<file path="config.mk">
export PLATFORM = sky130hd
export DESIGN_NAME = circle_outline_rasterizer_top
export DESIGN_NICKNAME = d
export VERILOG_FILES = /design/src/rtl/cor_pkg.sv /design/src/rtl/cor_ctrl.sv /design/src/rtl/cor_datapath.sv /design/src/rtl/circle_outline_rasterizer_top.sv
export SDC_FILE = /design/constraint.sdc
export NUM_CORES = 1
export LEC_CHECK = 0
export BUFFER_PORTS_ARGS = -buffer_cell sky130_fd_sc_hd__buf_2
export CAP_MARGIN = 20
export CORE_ASPECT_RATIO = 1.1
export CORE_UTILIZATION = 55
export DETAILED_ROUTE_END_ITERATION = 10
export HOLD_SLACK_MARGIN = 0.08
export MAX_ROUTING_LAYER = met4
export PLACE_DENSITY = 0.84
export SLEW_MARGIN = 40
export SYNTH_ARGS = -nofsm -noshare
export SYNTH_HDL_FRONTEND = slang
export SYNTH_SLANG_ARGS = --single-unit
</file>
<file path="constraint.sdc">
create_clock -name clk -period 10 [get_ports clk]
set_input_delay 0.5 -clock clk [delete_from_list [all_inputs] [get_ports clk]]
set_output_delay 0.5 -clock clk [all_outputs]
set_load 0.02 [all_outputs]
</file>
<file path="src/rtl/cor_pkg.sv">
// ----------------------------------------------------------------------------
// cor_pkg: shared types and constants of the circle outline rasterizer
// Field widths, result kind codes, the controller state type and the
// command and status groups that pass between controller and datapath.
// ----------------------------------------------------------------------------
package cor_pkg;

	localparam int CENTER_W = 12;
	localparam int RAD_W    = 8;
	localparam int COORD_W  = 13;
	localparam int OFF_W    = 7;
	localparam int DEC_W    = 11;

	localparam int DEF_MAX_RADIUS = 64;

	localparam int IN_DATA_W  = 2 * CENTER_W + RAD_W;
	localparam int OUT_DATA_W = 8 * COORD_W;

	localparam logic [DEC_W-1:0] DEC_THREE = DEC_W'(3);
	localparam logic [DEC_W-1:0] DEC_TWO   = DEC_W'(2);

	typedef enum logic [1:0] {
		KIND_NONE  = 2'd0,
		KIND_POINT = 2'd1,
		KIND_OCT   = 2'd2
	} kind_t;

	typedef enum logic {
		ST_IDLE,
		ST_ARC
	} ctrl_state_t;

	typedef struct packed {
		logic load;
		logic emit;
	} dp_cmd_t;

	typedef struct packed {
		logic out_free;
		logic final_res;
	} dp_status_t;

endpackage

</file>
<file path="src/rtl/cor_ctrl.sv">
// ----------------------------------------------------------------------------
// cor_ctrl: circle sequencing controller
// Takes one circle request, then orders one result per step until the
// datapath reports the final result of the circle.
// ----------------------------------------------------------------------------
module cor_ctrl (
	input  logic               clk,
	input  logic               arst_n,
	input  logic               s_tvalid,
	output logic               s_tready,
	input  cor_pkg::dp_status_t status,
	output cor_pkg::dp_cmd_t    cmd
);
	import cor_pkg::*;

	ctrl_state_t state_q;
	ctrl_state_t state_nxt;

	always_ff @(posedge clk or negedge arst_n) begin
		if (!arst_n) begin
			state_q <= ST_IDLE;
		end else begin
			state_q <= state_nxt;
		end
	end

	always_comb begin
		state_nxt = state_q;
		case (state_q)
			ST_IDLE: begin
				if (s_tvalid) begin
					state_nxt = ST_ARC;
				end
			end
			ST_ARC: begin
				if (status.out_free && status.final_res) begin
					state_nxt = ST_IDLE;
				end
			end
			default: begin
				state_nxt = ST_IDLE;
			end
		endcase
	end

	always_comb begin
		s_tready = 1'b0;
		cmd      = '0;
		case (state_q)
			ST_IDLE: begin
				s_tready = 1'b1;
				cmd.load = s_tvalid;
			end
			ST_ARC: begin
				cmd.emit = status.out_free;
			end
			default: begin
				s_tready = 1'b0;
			end
		endcase
	end

endmodule

</file>
<file path="src/rtl/cor_datapath.sv">
// ----------------------------------------------------------------------------
// cor_datapath: midpoint circle datapath
// Holds the centre, both offsets and the decision term, forms the eight
// symmetric coordinates and keeps the result in an output register.
// ----------------------------------------------------------------------------
module cor_datapath #(
	parameter int MAX_RADIUS = cor_pkg::DEF_MAX_RADIUS
) (
	input  logic                                clk,
	input  logic                                arst_n,
	input  cor_pkg::dp_cmd_t                    cmd,
	output cor_pkg::dp_status_t                 status,
	input  logic signed [cor_pkg::CENTER_W-1:0] center_x,
	input  logic signed [cor_pkg::CENTER_W-1:0] center_y,
	input  logic signed [cor_pkg::RAD_W-1:0]    radius,
	input  logic                                out_ready,
	output logic                                out_valid,
	output cor_pkg::kind_t                      kind,
	output logic signed [cor_pkg::COORD_W-1:0]  x_plus_far,
	output logic signed [cor_pkg::COORD_W-1:0]  x_minus_far,
	output logic signed [cor_pkg::COORD_W-1:0]  x_plus_near,
	output logic signed [cor_pkg::COORD_W-1:0]  x_minus_near,
	output logic signed [cor_pkg::COORD_W-1:0]  y_plus_near,
	output logic signed [cor_pkg::COORD_W-1:0]  y_minus_near,
	output logic signed [cor_pkg::COORD_W-1:0]  y_plus_far,
	output logic signed [cor_pkg::COORD_W-1:0]  y_minus_far,
	output logic                                last
);
	import cor_pkg::*;

	localparam logic [RAD_W-1:0] RAD_LIMIT = RAD_W'(MAX_RADIUS);

	// Circle state.
	logic [CENTER_W-1:0] cx_q;
	logic [CENTER_W-1:0] cy_q;
	logic [OFF_W-1:0]    long_q;
	logic [OFF_W-1:0]    short_q;
	logic [DEC_W-1:0]    dec_q;
	kind_t               kind_q;

	// Output register.
	logic                out_valid_q;
	kind_t               out_kind_q;
	logic [COORD_W-1:0]  xpf_q, xmf_q, xpn_q, xmn_q;
	logic [COORD_W-1:0]  ypn_q, ymn_q, ypf_q, ymf_q;
	logic                out_last_q;

	logic [RAD_W-1:0]    rad_mag;
	logic [OFF_W-1:0]    rad_sat;
	logic [DEC_W-1:0]    dec_init;
	kind_t               kind_init;

	logic [OFF_W-1:0]    short_inc;
	logic [OFF_W-1:0]    long_dec;
	logic [DEC_W-1:0]    short4;
	logic [DEC_W-1:0]    long4;
	logic                dec_neg;
	logic [OFF_W-1:0]    long_nxt;
	logic [DEC_W-1:0]    dec_nxt;
	logic                run_done;

	logic [COORD_W-1:0]  cx_ext, cy_ext, long_ext, short_ext;
	logic [COORD_W-1:0]  xpf_d, xmf_d, xpn_d, xmn_d;
	logic [COORD_W-1:0]  ypn_d, ymn_d, ypf_d, ymf_d;

	// Radius magnitude, clipped to the largest supported radius.
	always_comb begin
		rad_mag = radius[RAD_W-1] ? (~radius + RAD_W'(1)) : radius;
		if (rad_mag > RAD_LIMIT) begin
			rad_sat = RAD_LIMIT[OFF_W-1:0];
		end else begin
			rad_sat = rad_mag[OFF_W-1:0];
		end
		dec_init = DEC_THREE - {{(DEC_W-OFF_W-1){1'b0}}, rad_sat, 1'b0};
		if (rad_sat == '0) begin
			kind_init = KIND_NONE;
		end else if (rad_sat == OFF_W'(1)) begin
			kind_init = KIND_POINT;
		end else begin
			kind_init = KIND_OCT;
		end
	end

	// One midpoint step; both update forms use the stepped offsets.
	always_comb begin
		short_inc = short_q + OFF_W'(1);
		long_dec  = long_q - OFF_W'(1);
		short4    = {{(DEC_W-OFF_W-2){1'b0}}, short_inc, 2'b00};
		long4     = {{(DEC_W-OFF_W-2){1'b0}}, long_dec, 2'b00};
		dec_neg   = dec_q[DEC_W-1];
		if (dec_neg) begin
			long_nxt = long_q;
			dec_nxt  = dec_q + short4 + DEC_TWO;
		end else begin
			long_nxt = long_dec;
			dec_nxt  = dec_q + short4 - long4 + DEC_TWO;
		end
		run_done = long_nxt < short_inc;
	end

	// Coordinates of the current step.
	always_comb begin
		cx_ext    = {cx_q[CENTER_W-1], cx_q};
		cy_ext    = {cy_q[CENTER_W-1], cy_q};
		long_ext  = {{(COORD_W-OFF_W){1'b0}}, long_q};
		short_ext = {{(COORD_W-OFF_W){1'b0}}, short_q};
		xpf_d = '0;
		xmf_d = '0;
		xpn_d = '0;
		xmn_d = '0;
		ypn_d = '0;
		ymn_d = '0;
		ypf_d = '0;
		ymf_d = '0;
		case (kind_q)
			KIND_POINT: begin
				xpf_d = cx_ext;
				ypn_d = cy_ext;
			end
			KIND_OCT: begin
				xpf_d = cx_ext + long_ext;
				xmf_d = cx_ext - long_ext;
				xpn_d = cx_ext + short_ext;
				xmn_d = cx_ext - short_ext;
				ypn_d = cy_ext + short_ext;
				ymn_d = cy_ext - short_ext;
				ypf_d = cy_ext + long_ext;
				ymf_d = cy_ext - long_ext;
			end
			default: begin
				xpf_d = '0;
			end
		endcase
	end

	assign status.out_free  = !out_valid_q || out_ready;
	assign status.final_res = (kind_q != KIND_OCT) || run_done;

	always_ff @(posedge clk or negedge arst_n) begin
		if (!arst_n) begin
			kind_q <= KIND_NONE;
		end else if (cmd.load) begin
			kind_q <= kind_init;
		end
	end

	always_ff @(posedge clk) begin
		if (cmd.load) begin
			cx_q    <= center_x;
			cy_q    <= center_y;
			long_q  <= rad_sat;
			short_q <= '0;
			dec_q   <= dec_init;
		end else if (cmd.emit) begin
			short_q <= short_inc;
			long_q  <= long_nxt;
			dec_q   <= dec_nxt;
		end
	end

	always_ff @(posedge clk or negedge arst_n) begin
		if (!arst_n) begin
			out_valid_q <= 1'b0;
		end else if (cmd.emit) begin
			out_valid_q <= 1'b1;
		end else if (out_ready) begin
			out_valid_q <= 1'b0;
		end
	end

	always_ff @(posedge clk) begin
		if (cmd.emit) begin
			out_kind_q <= kind_q;
			xpf_q      <= xpf_d;
			xmf_q      <= xmf_d;
			xpn_q      <= xpn_d;
			xmn_q      <= xmn_d;
			ypn_q      <= ypn_d;
			ymn_q      <= ymn_d;
			ypf_q      <= ypf_d;
			ymf_q      <= ymf_d;
			out_last_q <= status.final_res;
		end
	end

	assign out_valid    = out_valid_q;
	assign kind         = out_kind_q;
	assign x_plus_far   = xpf_q;
	assign x_minus_far  = xmf_q;
	assign x_plus_near  = xpn_q;
	assign x_minus_near = xmn_q;
	assign y_plus_near  = ypn_q;
	assign y_minus_near = ymn_q;
	assign y_plus_far   = ypf_q;
	assign y_minus_far  = ymf_q;
	assign last         = out_last_q;

endmodule

</file>
<file path="src/rtl/circle_outline_rasterizer_top.sv">
// ----------------------------------------------------------------------------
// circle_outline_rasterizer_top: midpoint circle outline generator
// Turns a centre and a signed radius into the stream of eight-way symmetric
// outline points of the midpoint circle method.
// ----------------------------------------------------------------------------
//
// Channel   Dir  Carries
// s_*       in   one circle request: centre and signed radius
// m_*       out  one result per midpoint step: kind, eight coordinates, last
//
// A request is taken while the controller is idle; the next cycle starts
// the walk. Each midpoint step then loads one result into the output
// register per cycle while the output register is free. A stalled output
// holds the walk in place without loss; a new request is taken the cycle
// after the final result is registered, even while that result still
// waits to be taken. Reset returns the controller to idle and empties the
// output register.
//
module circle_outline_rasterizer_top #(
	parameter int MAX_RADIUS = cor_pkg::DEF_MAX_RADIUS
) (
	input  logic                             clk,
	input  logic                             arst_n,
	// center_x[11:0], center_y[23:12], radius[31:24]
	input  logic [cor_pkg::IN_DATA_W-1:0]    s_tdata,
	input  logic                             s_tvalid,
	output logic                             s_tready,
	// x_plus_far, x_minus_far, x_plus_near, x_minus_near, y_plus_near,
	// y_minus_near, y_plus_far, y_minus_far; 13 bits each from bit 0 up
	output logic [cor_pkg::OUT_DATA_W-1:0]   m_tdata,
	// kind[1:0]
	output logic [1:0]                       m_tuser,
	output logic                             m_tlast,
	output logic                             m_tvalid,
	input  logic                             m_tready
);
	import cor_pkg::*;

	dp_cmd_t    cmd;
	dp_status_t status;
	kind_t      kind;

	logic signed [CENTER_W-1:0] center_x;
	logic signed [CENTER_W-1:0] center_y;
	logic signed [RAD_W-1:0]    radius;

	logic [COORD_W-1:0] x_plus_far, x_minus_far, x_plus_near, x_minus_near;
	logic [COORD_W-1:0] y_plus_near, y_minus_near, y_plus_far, y_minus_far;

	// Unpack the request; the centre sits in the low bits.
	assign center_x = s_tdata[CENTER_W-1:0];
	assign center_y = s_tdata[2*CENTER_W-1:CENTER_W];
	assign radius   = s_tdata[2*CENTER_W+RAD_W-1:2*CENTER_W];

	cor_ctrl u_ctrl (
		.clk      (clk),
		.arst_n   (arst_n),
		.s_tvalid (s_tvalid),
		.s_tready (s_tready),
		.status   (status),
		.cmd      (cmd)
	);

	cor_datapath #(
		.MAX_RADIUS (MAX_RADIUS)
	) u_datapath (
		.clk          (clk),
		.arst_n       (arst_n),
		.cmd          (cmd),
		.status       (status),
		.center_x     (center_x),
		.center_y     (center_y),
		.radius       (radius),
		.out_ready    (m_tready),
		.out_valid    (m_tvalid),
		.kind         (kind),
		.x_plus_far   (x_plus_far),
		.x_minus_far  (x_minus_far),
		.x_plus_near  (x_plus_near),
		.x_minus_near (x_minus_near),
		.y_plus_near  (y_plus_near),
		.y_minus_near (y_minus_near),
		.y_plus_far   (y_plus_far),
		.y_minus_far  (y_minus_far),
		.last         (m_tlast)
	);

	// The eight coordinates fill exactly thirteen bytes, so no padding.
	assign m_tdata = {y_minus_far, y_plus_far, y_minus_near, y_plus_near,
	                  x_minus_near, x_plus_near, x_minus_far, x_plus_far};
	assign m_tuser = kind;

	// Only one circle is walked at a time: a taken request closes the input.
	a_one_circle: assert property (@(posedge clk) disable iff (!arst_n)
		(s_tvalid && s_tready) |=> !s_tready)
		else $error("request taken while a circle is in progress");

	// Zero and unit radius produce a single result, which must be the last.
	a_single_last: assert property (@(posedge clk) disable iff (!arst_n)
		(m_tvalid && (kind == KIND_NONE || kind == KIND_POINT)) |-> m_tlast)
		else $error("single result of a degenerate circle is not last");

	// An empty result carries no coordinates.
	a_none_zero: assert property (@(posedge clk) disable iff (!arst_n)
		(m_tvalid && kind == KIND_NONE) |-> (m_tdata == '0))
		else $error("empty result carries coordinates");

	// Every emitted step keeps the long offset at or above the short one.
	a_octant: assert property (@(posedge clk) disable iff (!arst_n)
		(m_tvalid && kind == KIND_OCT) |->
		($signed(x_plus_far) >= $signed(x_plus_near)))
		else $error("long offset fell below short offset in a result");

endmodule
</file>
Word-level counts from Yosys, hierarchy flattened
Index checks and enable logic that the tools add are counted.
{"block": "classes", "magnitude_cmp": 2, "n_reduce_logical": 7, "mux": 20, "eq_ne": 4, "n_bitwise": 2, "addsub": 16}
{"op": "$add A12 B8 Y13", "n": 4}
{"op": "$pmux W13 S2", "n": 2}
{"op": "$sub A12 B8 Y13", "n": 4}
{"op": "$mux W11", "n": 3}
{"op": "$mux W7", "n": 4}
{"op": "$add A11 B2 Y11 const B", "n": 2}
{"op": "$add A11 B9 Y11", "n": 1}
{"op": "$sub A11 B9 Y11", "n": 1}
{"op": "$sub A2 B8 Y9 const A", "n": 1}
{"op": "$add A8 B2 Y8 const B", "n": 1}
{"op": "$gt A8 B7 Y1 const B", "n": 1}
{"op": "$mux W8", "n": 1}
{"op": "$not A8 Y8", "n": 1}
{"op": "$add A7 B1 Y7 const B", "n": 1}
{"op": "$eq A7 B1 Y1 const B", "n": 1}
{"op": "$logic_not A7 Y1", "n": 1}
{"op": "$lt A7 B7 Y1", "n": 1}
{"op": "$mux W1", "n": 7}
{"op": "$sub A7 B1 Y7 const B", "n": 1}
{"op": "$mux W2", "n": 2}
{"op": "$reduce_bool A2 Y1", "n": 2}
{"op": "$eq A2 B1 Y1 const B", "n": 1}
{"op": "$eq A2 B2 Y1 const B", "n": 1}
{"op": "$logic_or A1 B1 Y1", "n": 2}
{"op": "other kinds (5)", "n": 5}
{"block": "totals", "reg_bits": 160, "input_bits": 36, "out_inout_bits": 109}

Logic depth before layout (Yosys ltp)
Gate-level depths: netlist (run 1).
{"block": "logic_depth", "word_depth": 8, "ltp_mapped": 17, "ltp_nobuf": 17}

By module
A second synthesis (run 1) with hierarchy kept.
{"block": "hier_totals", "cells_unflattened": 1033, "hier_area_um2": 10438.8}
{"module": "cor_datapath", "instances": 1, "cells_each": 1027, "area_per_inst_um2": 10380.0, "seq_area_each_um2": 4599.4}
{"module": "cor_ctrl", "instances": 1, "cells_each": 6, "area_per_inst_um2": 58.8, "seq_area_each_um2": 25.0}

Worst setup path before layout (run 1)
OpenSTA, ideal clock, no wires.
{"block": "synth_path", "kind": "flip-flop to flip-flop", "from": "register u_datapath.short_q[1]", "to": "register u_datapath.dec_q[10] (data pin)", "path_stages_with_launch": 17, "arrival_time_ns": 3.859, "setup_time_ns": 0.152, "period_less_slack_ns": 4.011, "path_buffers": 0, "path_slack_ns": 5.989, "path_cell_list": "dfxtp_1 ha_1 nand3_1 xnor2_1 inv_1 ha_1 o21ai_1 a31o_1 a221oi_2 ha_1 ha_1 nand2_1 o41ai_1 a31oi_1 xnor3_1 or2_0 a31oi_1"}
{"block": "synth_via", "elab_chain_cells": 7}
{"element": "start, declared", "line_no": "cor_datapath.sv:37", "source": "logic [OFF_W-1:0] short_q;"}
{"element": "start signal, assigned", "line_no": "cor_datapath.sv:155", "source": "short_q <= short_inc;"}
{"element": "$add A7 B1 Y7 (*)", "line_no": "cor_datapath.sv:86", "source": "short_inc = short_q + OFF_W'(1);"}
{"element": "via u_datapath.short_inc[4]", "line_no": "cor_datapath.sv:53", "source": "logic [OFF_W-1:0] short_inc;"}
{"element": "$add A11 B9 Y11 (*)", "line_no": "cor_datapath.sv:93, cor_datapath.sv:96"}
{"element": "$sub A11 B9 Y11", "line_no": "cor_datapath.sv:96", "source": "dec_nxt = dec_q + short4 - long4 + DEC_TWO;"}
{"element": "$add A11 B2 Y11", "line_no": "cor_datapath.sv:96"}
{"element": "$mux W11 (*)", "line_no": "cor_datapath.sv:91", "source": "if (dec_neg) begin"}
{"element": "$mux W11 (*)", "line_no": "cor_datapath.sv:154", "source": "end else if (cmd.emit) begin"}
{"element": "$mux W11 (*)", "line_no": "cor_datapath.sv:148", "source": "if (cmd.load) begin"}
{"element": "end signal, assigned", "line_no": "cor_datapath.sv:153", "source": "dec_q <= dec_init;"}
{"element": "end signal, assigned", "line_no": "cor_datapath.sv:157", "source": "dec_q <= dec_nxt;"}
{"element": "end, declared", "line_no": "cor_datapath.sv:38", "source": "logic [DEC_W-1:0] dec_q;"}
The timed path passes the listed nets; every way through them passes the cells marked *. The select of a mux whose other input is x is not followed.
A chain may end at the register's enable or synchronous reset.

Final worst setup path (run 1)
Ends and elaborated chain as after synthesis.

==> impl_metrics.toml, run 1 <==
[outcome]
status = "complete, no violations"

[critical_path]
criticalPathCategory = "flop to flop"
cpMostUsedCell = "ha_1"
slowest_delay_ns = 0.63
crit_path_max_fanout = 10
crit_path_top_delay_cell = "dfxtp_1"
path_cells = "ha_1 > nand3_1 > xnor2_1 > inv_1 > ha_1 > o21ai_1 > a31o_1 > a221oi_2 > ha_1 > ha_1 > nand2_1 > o41ai_1 > a31oi_1 > xnor3_1 > or2_0 > a31oi_1"
end_kind = "flop"
cp_data_arrival_time_ns = 4.89
worstPathRequired_ns = 10.28
startpoint_type = "flop"

[floorplan]
boundaryPins = 145
start_util_pct = 56.3
rows = 52
core_sq_um = 18400
die_x_microns = 133
die-area_sq_um = 19400
fp.dieH_microns = 146

[clock_network]
clkSinkCount = 157
cts_tree = "yes"
max-clock-path-buffers = 2
cts_buffers = 17
clk_pin_slew_worst_paths_ns = 0.07
insertion_delay_ns = 0.44
cts_root_buffer = "clkbuf_16"
cts_resized = 0
htree_levels = 4

[logic_synthesis]
synthCells = 1000
synth_seq_cells = 157
netlist_area_sq_um = 10400
seq_area_frac_synth_pct = 44.6
synth_ff_type = "edfxtp_1"
yosys.area_share.simple_pct = 17.1
synth.area.top_cells = "edfxtp_1 (42%), ha_1 (11%), xnor2_1 (4.4%)"
syn_area_per_cell_sq_um = 10.4
synth_top_cell_by_area = "edfxtp_1"
synth-compound-area-share_pct = 13.5
synth_top_family_by_area = "simple AND/OR/NAND/NOR gates"
yosysWarnings = 0
yosys.area_share.xor_xnor_pct = 6.47
muxShareOfSynthArea_pct = 1.41
syn-num-nets = 1137
synthDistinctLibCells = 77
synthAdderAreaFrac_pct = 12.8
yosysTopAreaCellShare_pct = 42.3
async_flop_share_pct = 2.55
synth_edf_count = 146

[placed_design]
postPlaceCellArea_sq_um = 11300
dpl_worst_slack_ns = 5.42
dp_hpwl_microns = 18000
gp_congestion = 0.921
dp.cells = 1352
io_buffers = 144

[global_routing]
overflow = 0
grt_pass1_vias = 7780
grt.total_usage_pct = 26.6
grt_pass1_wl_microns = 38700
antenna_found_initial = 0
grt_max_degree = 92

[timing]
worst_pin_slew_ns = 0.852
finalSetupTns_ns = 0
layout_setup_ws_ns = 5.39
final.min_clock_period_ns = 4.61
skew_ns = 0.0160
hold_violations = 0
setup_violations = 0
fin_crit_sh_pct = 46.1
rsz0062_at_grt = "no"
maxSlewViolCount = 0
max_slew_margin_pct = 43.2
fmax_mhz = 217

[layout]
seqCellArea_sq_um = 4620
nNetsFinal = 1266
final_util_pct = 64.6
final_cells = 1385
multi_input_area_sq_um = 5350
stdcell_area_sq_um = 11900
syn2layout_area_growth_pct = 14.7
n_antenna_cell = 0
fillers = 1393
final_layout_size_suffix_gt1_share_pct = 18.2

[routing]
wl_per_cell_microns = 17.5
finalWirelength_microns = 24300
antenna_left = 0
dr.pass1.iters = 5
vias_per_cell = 5.77
vias = 7995
drt_iter0_drc = 535
drc = 0

[job]
cap_violations = 0

[power_and_ir_drop]
p_per_area_nw_per_um2 = 409
ir_drop_uv = 307
p_leak_uw = 0.00490

[hold_path]
hp-class = "primary input to flop"
## layout by cell type, fill, tap and decap left out, types with 4 or more instances in the layout
master / n
or3_1: 15
and3b_1: 8
edfxtp_1: 146
a21o_1: 5
xnor2_1: 52
a31oi_1: 4
o21ai_1: 17
o21ai_0: 44
o21bai_1: 5
dfrtp_1: 4
nand3_1: 26
a22oi_1: 6
a21boi_0: 10
inv_6: 6
inv_1: 68
nor2_1: 74
a21oi_1: 57
a21boi_1: 6
xor2_1: 22
nor3_1: 27
or4_1: 5
nand2_1: 48
fa_1: 9
o211ai_1: 8
nor2b_1: 33
nor3b_1: 10
a211oi_1: 6
and2_1: 29
buf_2: 144
o21a_1: 10
nand2b_1: 31
ha_1: 91
dfxtp_1: 7
mux2i_1: 12
clkbuf_16: 17
## what timing repair did
action / 4_1_cts / 5_1_grt
endpoints found under the hold margin: 4 / 0
setup buffers: 0 / 0
hold buffers: 1 / 0
## area by class of cell
cell class	count	share of cell area [%]
Tap cell	243	2.56
Multi-Input combinational cell	735	44.9
Sequential cell	157	38.9
Timing Repair Buffer	149	6.42
Clock inverter	15	1.46
Clock buffer	17	3.58
Inverter	69	2.20
## per-layer routing
metal / routed length (microns) / global-route usage, % / vias up / share of wire [%]
met5: 0 / - / - / 0
met4: 759 / 11.4 / 0 / 3.1
met3: 1550 / 4.17 / 52 / 6.4
met2: 12200 / 44.3 / 315 / 50
met1: 9760 / 31.8 / 3802 / 40
li1: - / - / 3826 / -
## where the power goes
part / total [uW] / switching [uW] / leakage, uW / internal [uW]
Sequential: 1340 / 174 / 0.00153 / 1160
Combinational: 2880 / 1740 / 0.00307 / 1130
Clock: 658 / 281 / 0.000299 / 377
## state kept, by name, summed over array words and instances (netlist names)
name,count
u_datapath.cx_q,12
u_datapath.last,1
u_datapath.kind,2
u_datapath.cy_q,12
u_datapath.kind_q,2
u_datapath.dec_q,10
u_datapath.long_q,7
u_datapath.x_plus_near,12
u_datapath.out_valid,1
u_ctrl.state_q,1
u_datapath.y_minus_near,13
u_datapath.x_minus_far,13
u_datapath.short_q,7
u_datapath.x_minus_near,13
u_datapath.x_plus_far,13
u_datapath.y_plus_far,12
u_datapath.y_minus_far,13
u_datapath.y_plus_near,13
## critical path, delay by kind of cell, from the launching register on
family / cells / cell delay, ns
compound gates: 6 / 1.54
xor+xnor: 2 / 0.49
fa+ha+maj: 4 / 1.32
buf+inv: 1 / 0.08
flops: 1 / 0.63
simple gates: 3 / 0.41
## cells in the mapped netlist (17+ instances only)
library cell / number
clkbuf_1: 33
nand3_1: 26
nor2_1: 74
xor2_1: 22
ha_1: 92
edfxtp_1: 146
nand2_1: 50
o21ai_0: 44
xnor2_1: 52
a21oi_1: 57
inv_1: 69
o21ai_1: 17
nand2b_1: 31
and2_1: 29
nor3_1: 27
nor2b_1: 34
## worst paths after layout
path                                             from                   end  slack, ns  cells after the start
worst min-delay path                       s_tdata[4]    u_datapath.cx_q[4]       0.23                      1
worst min register to register   u_datapath.kind_q[0]    u_datapath.kind[0]       0.48                      0
worst max register to register  u_datapath.short_q[1]  u_datapath.dec_q[10]       5.39                     16
max in group asynchronous                      arst_n  u_datapath.kind_q[0]       9.46                      2
worst max-delay path            u_datapath.short_q[1]  u_datapath.dec_q[10]       5.39                     16
min in group asynchronous                      arst_n  u_datapath.out_valid       0.41                      2
## cell families (layout without fill, tap and decap cells)
| family | after synthesis | after routing |
|---|---|---|
| xor gates and xnor gates | 75 | 75 |
| and+or+nand+nor | 331 | 331 |
| DFF | 157 | 157 |
| AOI/OAI and AO/OA | 214 | 214 |
| buffers and inverters | 108 | 250 |
| adders and majority gates | 101 | 101 |
| muxes | 14 | 14 |
## per-stage QoR
stage	power (uW)	hold WS, ns
4_1_cts	4860	0.225
5_1_grt	5240	0.223
3_5_place_dp	4180	0.322
3_3_place_gp	4070	0.319
2_1_floorplan	3470	0.204
6_report	4870	0.232
No activity file was read; power rests on OpenSTA's default activity.
==> inputs of run 2 (changes only) <==
- ABC_AREA: not set -> 1
- clock period: 10 -> 4.81 ns (I/O delays scaled with it)
==> run 2 against run 1 <==
Register-to-register slack lost 4.5 ns; first-iteration DRC count grew 34%; sequential share of layout area down 0.82 points; highest routed layer unchanged; fmax increased by 18%; final cell count rose by 17%; critical path depth up 7; critical path type unchanged.
==> impl_metrics.toml, run 2 <==
[layout]
n_antenna_cell = 0
final_cells = 1624
final_common_cell = "nand2_1"
final_util_pct = 65.8
fillers = 1493
stdcell_area_sq_um = 12200
syn2layout_area_growth_pct = 17.0
final_layout_size_suffix_gt1_share_pct = 17.0
nNetsFinal = 1505
most-common-layout-cells = "nand2_1 (254), edfxtp_1 (146), buf_2 (144)"

[clock_network]
cts_buffers = 17
clk_pin_slew_worst_paths_ns = 0.06
clkSinkCount = 157
htree_levels = 4
cts_tree = "yes"
cts_resized = 0
insertion_delay_ns = 0.44
cts_root_buffer = "clkbuf_16"
post_cts_buffers = 0
max-clock-path-buffers = 2

[critical_path]
worstPathRequired_ns = 4.99
crit_path_max_fanout = 8
end_kind = "flop"
startpoint_type = "flop"
r2r_start = "u_datapath.short_q[1]"
cpMostUsedCell = "nand2_1"
crit_buf_inv = 3
critPathCapture = "u_datapath.dec_q[10]"
path_cells = "inv_1 > o31ai_1 > nand2_1 > inv_1 > ha_1 > a21oi_2 > nand2_1 > nand2_1 > nand2_1 > nand2_1 > nand2_1 > ha_1 > ha_1 > nand2_1 > inv_1 > a21boi_0 > nand3_1 > nand3_1 > nand2_1 > nand2_1 > nand2_1 > nand2_1 > nand2_1"
critPathLaunch = "u_datapath.short_q[1]"
crit-reg2reg-capture = "u_datapath.dec_q[10]"
crit_family = "simple AND/OR/NAND/NOR gates"
criticalPathCategory = "flop to flop"
cp.depth = 23
crit_path_top_delay_cell = "dfxtp_1"
r2r_slack_ns = 0.90
slowest_delay_ns = 0.57
cp_data_arrival_time_ns = 4.09
r2r_cells = 23

[job]
cap_violations = 0

[timing]
fmax_mhz = 256
max_slew_margin_pct = 49.1
maxSlewViolCount = 0
skew_ns = 0.0173
hold_violations = 0
final.min_clock_period_ns = 3.91
fin_crit_sh_pct = 81.3
finalSetupTns_ns = 0
worst_pin_slew_ns = 0.764
setup_violations = 0
rsz0062_at_grt = "no"

[logic_synthesis]
synth_commonest_cells = "nand2_1 (256), edfxtp_1 (146), a21oi_1 (137), inv_1 (130), ha_1 (92)"
yosysWarnings = 0
yosysMostFrequentCell = "nand2_1"
synth_top_cell_by_area = "edfxtp_1"
netlist_area_sq_um = 10400
async_flop_share_pct = 2.55
synth_seq_cells = 157
synthCells = 1211
syn-num-nets = 1348
syn_area_per_cell_sq_um = 8.58
seq_area_frac_synth_pct = 44.5
synth_edf_count = 146
synth.area.top_cells = "edfxtp_1 (42%), ha_1 (11%), nand2_1 (9.2%)"
synthDistinctLibCells = 49
yosysTopAreaCellShare_pct = 42.2
synth_ff_type = "edfxtp_1"

[global_routing]
grt.total_usage_pct = 27.8
grt_pass1_vias = 8497
grt_max_degree = 79
grt_pass1_wl_microns = 41000
antenna_found_initial = 0
overflow = 0

[placed_design]
gp_congestion = 0.932
dp_hpwl_microns = 18700
postPlaceCellArea_sq_um = 11300
dp.cells = 1565
io_buffers = 144

[routing]
drt_iter0_drc = 715
drc = 0
finalWirelength_microns = 25900
vias_per_cell = 5.58
wl_per_cell_microns = 15.9
dr.pass1.iters = 6
antenna_left = 0
vias = 9062

[floorplan]
rows = 52
core_sq_um = 18500
boundaryPins = 145
die_x_microns = 133
start_util_pct = 56.2
fp.dieH_microns = 146
die-area_sq_um = 19500

[hold_path]
hp-class = "primary input to flop"

[outcome]
status = "complete, no violations"
## run 2: cell types whose count changed after synthesis, moves of 19 or more
| cell | before | now |
|---|---|---|
| nand3_1 | 26 | 71 |
| nand2b_1 | 31 | 0 |
| and2_1 | 29 | 1 |
| inv_1 | 69 | 130 |
| clkbuf_1 | 33 | 14 |
| a21oi_1 | 57 | 137 |
| o21ai_0 | 44 | 79 |
| xnor2_1 | 52 | 4 |
| nand2_1 | 50 | 256 |
| nor2b_1 | 34 | 0 |
## run 2: stage by stage
stage / hold slack [ns] / worst slack [ns]
6_report: 0.0939 / 0.901
5_1_grt: 0.0923 / 0.407
2_1_floorplan: -0.0551 / 1.37
4_1_cts: 0.0832 / 0.884
3_5_place_dp: 0.0491 / 0.899
3_3_place_gp: 0.0471 / 0.995
## run 2: routing by layer
| metal | track usage, % | routed length [microns] | share of wire, % | vias up |
|---|---|---|---|---|
| met5 | - | 0 | 0 | - |
| met4 | 13.3 | 937 | 3.6 | 0 |
| met3 | 4.69 | 1560 | 6.0 | 77 |
| met2 | 48.4 | 13300 | 51 | 393 |
| met1 | 30.8 | 10100 | 39 | 4133 |
| li1 | - | - | - | 4459 |
## run 2: cells by family after synthesis
kind of cell / count (synthesis) / synth area share (%)
AO/OA/AOI/OAI: 274 / 14.4
XOR/XNOR: 13 / 1.10
adder cells (fa/ha/maj): 101 / 12.8
buffers and inverters: 182 / 6.91
flip-flops: 157 / 44.5
AND/OR/NAND/NOR: 484 / 20.3
## run 2: worst min path at each step
stage / endpoint / cells past startpoint / start
4_1_cts: u_ctrl.state_q / 3 / s_tvalid
5_1_grt: u_ctrl.state_q / 3 / s_tvalid
3_3_place_gp: u_datapath.out_valid / 1 / arst_n
3_5_place_dp: u_datapath.out_valid / 1 / arst_n
2_1_floorplan: u_ctrl.state_q / 0 / arst_n
6_report: u_ctrl.state_q / 3 / s_tvalid
## run 2: final cells by class
type	instances	area, sq um	share of cell area (%)
multi-input cells	872	5060	41.6
well taps	243	304	2.50
clock buffers	18	429	3.53
clock inverters	14	168	1.38
repair buffers	175	1020	8.40
flip-flops and latches	157	4620	38.0
inverters	145	549	4.52
## run 2: repair_timing
action                                 CTS  global route
hold buffers                            27             0
endpoints found under the hold margin   30             0
setup endpoints to repair                0             0
## run 2: worst reg2reg max path, delay by kind of cell, from the launching register on
kind	cells	cell delay [ns]
AO/OA/AOI/OAI	3	0.60
adder cells (fa/ha/maj)	3	0.95
buffers and inverters	3	0.35
flip-flops	1	0.57
AND/OR/NAND/NOR	14	1.18
Power of run 2 is not shown: default switching activity piles up to over one toggle a cycle in this logic, so the estimate is an artifact.
==> inputs of run 3 (changes only) <==
- clock period: 4.81 -> 3.65 ns (I/O delays scaled with it)
==> run 3 against run 2 <==
Critical path depth stayed put; final cell count is 1.2% higher; highest routed layer unchanged; setup slack worse by 0.66 ns; via count rose by 1.6%; sequential share of layout area down 0.59 points.
==> impl_metrics.toml, run 3 (synthesized netlist as in run 2, its figures left out) <==
[routing]
dr.pass1.iters = 6
drc = 0
drt_iter0_drc = 774
finalWirelength_microns = 25900
antenna_left = 0
vias_per_cell = 5.60
wl_per_cell_microns = 15.8
vias = 9209

[timing]
hold_violations = 0
setup_violations = 0
layout_setup_ws_ns = 0.241
max_slew_margin_pct = 46.8
worst_pin_slew_ns = 0.797
fin_crit_sh_pct = 93.4
holdWs_ns = 0.304
fmax_mhz = 293
final.min_clock_period_ns = 3.41
maxSlewViolCount = 0
skew_ns = 0.0146

[critical_path]
end_kind = "flop"
worstPathRequired_ns = 3.83
slowest_delay_ns = 0.40
crit_path_top_delay_cell = "dfxtp_2"
startpoint_type = "flop"
criticalPathCategory = "flop to flop"
cp_data_arrival_time_ns = 3.59
crit_path_max_fanout = 6
cpMostUsedCell = "nand2_1"
path_cells = "inv_1 > o31ai_1 > nand2_1 > inv_1 > ha_1 > a21oi_2 > nand2_2 > nand2_1 > nand2_1 > nand2_1 > nand2_1 > ha_1 > ha_1 > nand2_1 > inv_1 > a21boi_0 > nand3_1 > nand3_1 > nand2_1 > nand2_1 > nand2_1 > nand2_1 > nand2_1"

[clock_network]
insertion_delay_ns = 0.44
cts_buffers = 17
cts_root_buffer = "clkbuf_16"
clkSinkCount = 157
htree_levels = 4
max-clock-path-buffers = 2
cts_tree = "yes"
clk_pin_slew_worst_paths_ns = 0.06

[global_routing]
antenna_found_initial = 0
grt_pass1_wl_microns = 40800
overflow = 0
grt_max_degree = 63
grt.total_usage_pct = 27.6
grt_pass1_vias = 8425

[placed_design]
dp_hpwl_microns = 18800
postPlaceCellArea_sq_um = 11400
io_buffers = 144
dpl_worst_slack_ns = 0.0534
gp_congestion = 0.946

[layout]
stdcell_area_sq_um = 12400
syn2layout_area_growth_pct = 19.1
n_antenna_cell = 0
nNetsFinal = 1525
most-common-layout-cells = "nand2_1 (253), edfxtp_1 (146), buf_2 (144)"
final_layout_size_suffix_gt1_share_pct = 19.1
final_common_cell = "nand2_1"

[floorplan]
core_sq_um = 18500
die-area_sq_um = 19500
boundaryPins = 145
rows = 52
start_util_pct = 56.2
fp.dieH_microns = 146
die_x_microns = 133

[job]
cap_violations = 0

[hold_path]
hp-class = "primary input to flop"

[outcome]
status = "complete, no violations"
## run 3: changes by cell type in the layout (fill, tap and decap cells not counted), moves of 2 or more
cell,change
ha_2,+2
clkinv_1,-2
ha_1,-4
dfxtp_1,-4
buf_4,+18
dlygate4sd3_1,+2
inv_6,+2
dfxtp_4,+2
ha_4,+2
dfxtp_2,+2
o21ai_0,-2
o21ai_1,+2
## run 3: cell type report
class                   count  area [sq um]
multi-input cells         872          5100
repair buffers            195          1180
inverters                 145           547
clock inverters            15           183
fillers                  1437          6100
clock buffers              17           425
well taps                 243           304
flip-flops and latches    157          4630
## run 3: final timing paths
kind	end	slack, ns	depth (start not counted)	start
worst max-delay path	u_datapath.dec_q[10]	0.24	23	u_datapath.short_q[2]
worst min-delay path	u_datapath.long_q[5]	0.30	5	s_tdata[29]
worst max register to register	u_datapath.dec_q[10]	0.24	23	u_datapath.short_q[2]
worst min register to register	u_datapath.out_valid	0.50	2	u_datapath.out_valid
max in group asynchronous	u_datapath.kind_q[1]	2.86	3	arst_n
min in group asynchronous	u_datapath.out_valid	0.63	3	arst_n
## run 3: what timing repair did
action,CTS,global route
resized for setup,0,19
hold endpoints to repair,31,0
buffers inserted,0,1
endpoints found under the setup margin,0,6
hold buffers,29,0
## run 3: critical path: cells and delay by family (launching register included)
kind | cells | cell delay, ns
adders and majority gates | 3 | 0.87
DFF | 1 | 0.40
and+or+nand+nor | 14 | 1.08
AOI/OAI and AO/OA | 3 | 0.58
buffers and inverters | 3 | 0.24
## run 3: routing by layer
metal / up-vias / part of all wire [%] / global-route usage (%)
met4: 0 / 4.0 / 13.0
met3: 90 / 6.4 / 4.27
met2: 431 / 50 / 47.4
li1: 4500 / - / -
met1: 4188 / 39 / 31.6
met5: - / 0 / -
## run 3: per-stage QoR
stage	TNS [ns]	util (%)	std cells
after global placement	0	61.7	1582
after floorplan	0	-	1211
final	0	67.0	1644
after detailed placement	0	61.7	1582
after global routing	-0.00710	67.0	1644
after CTS	0	66.6	1643
Power of run 3 is left out for the same reason.
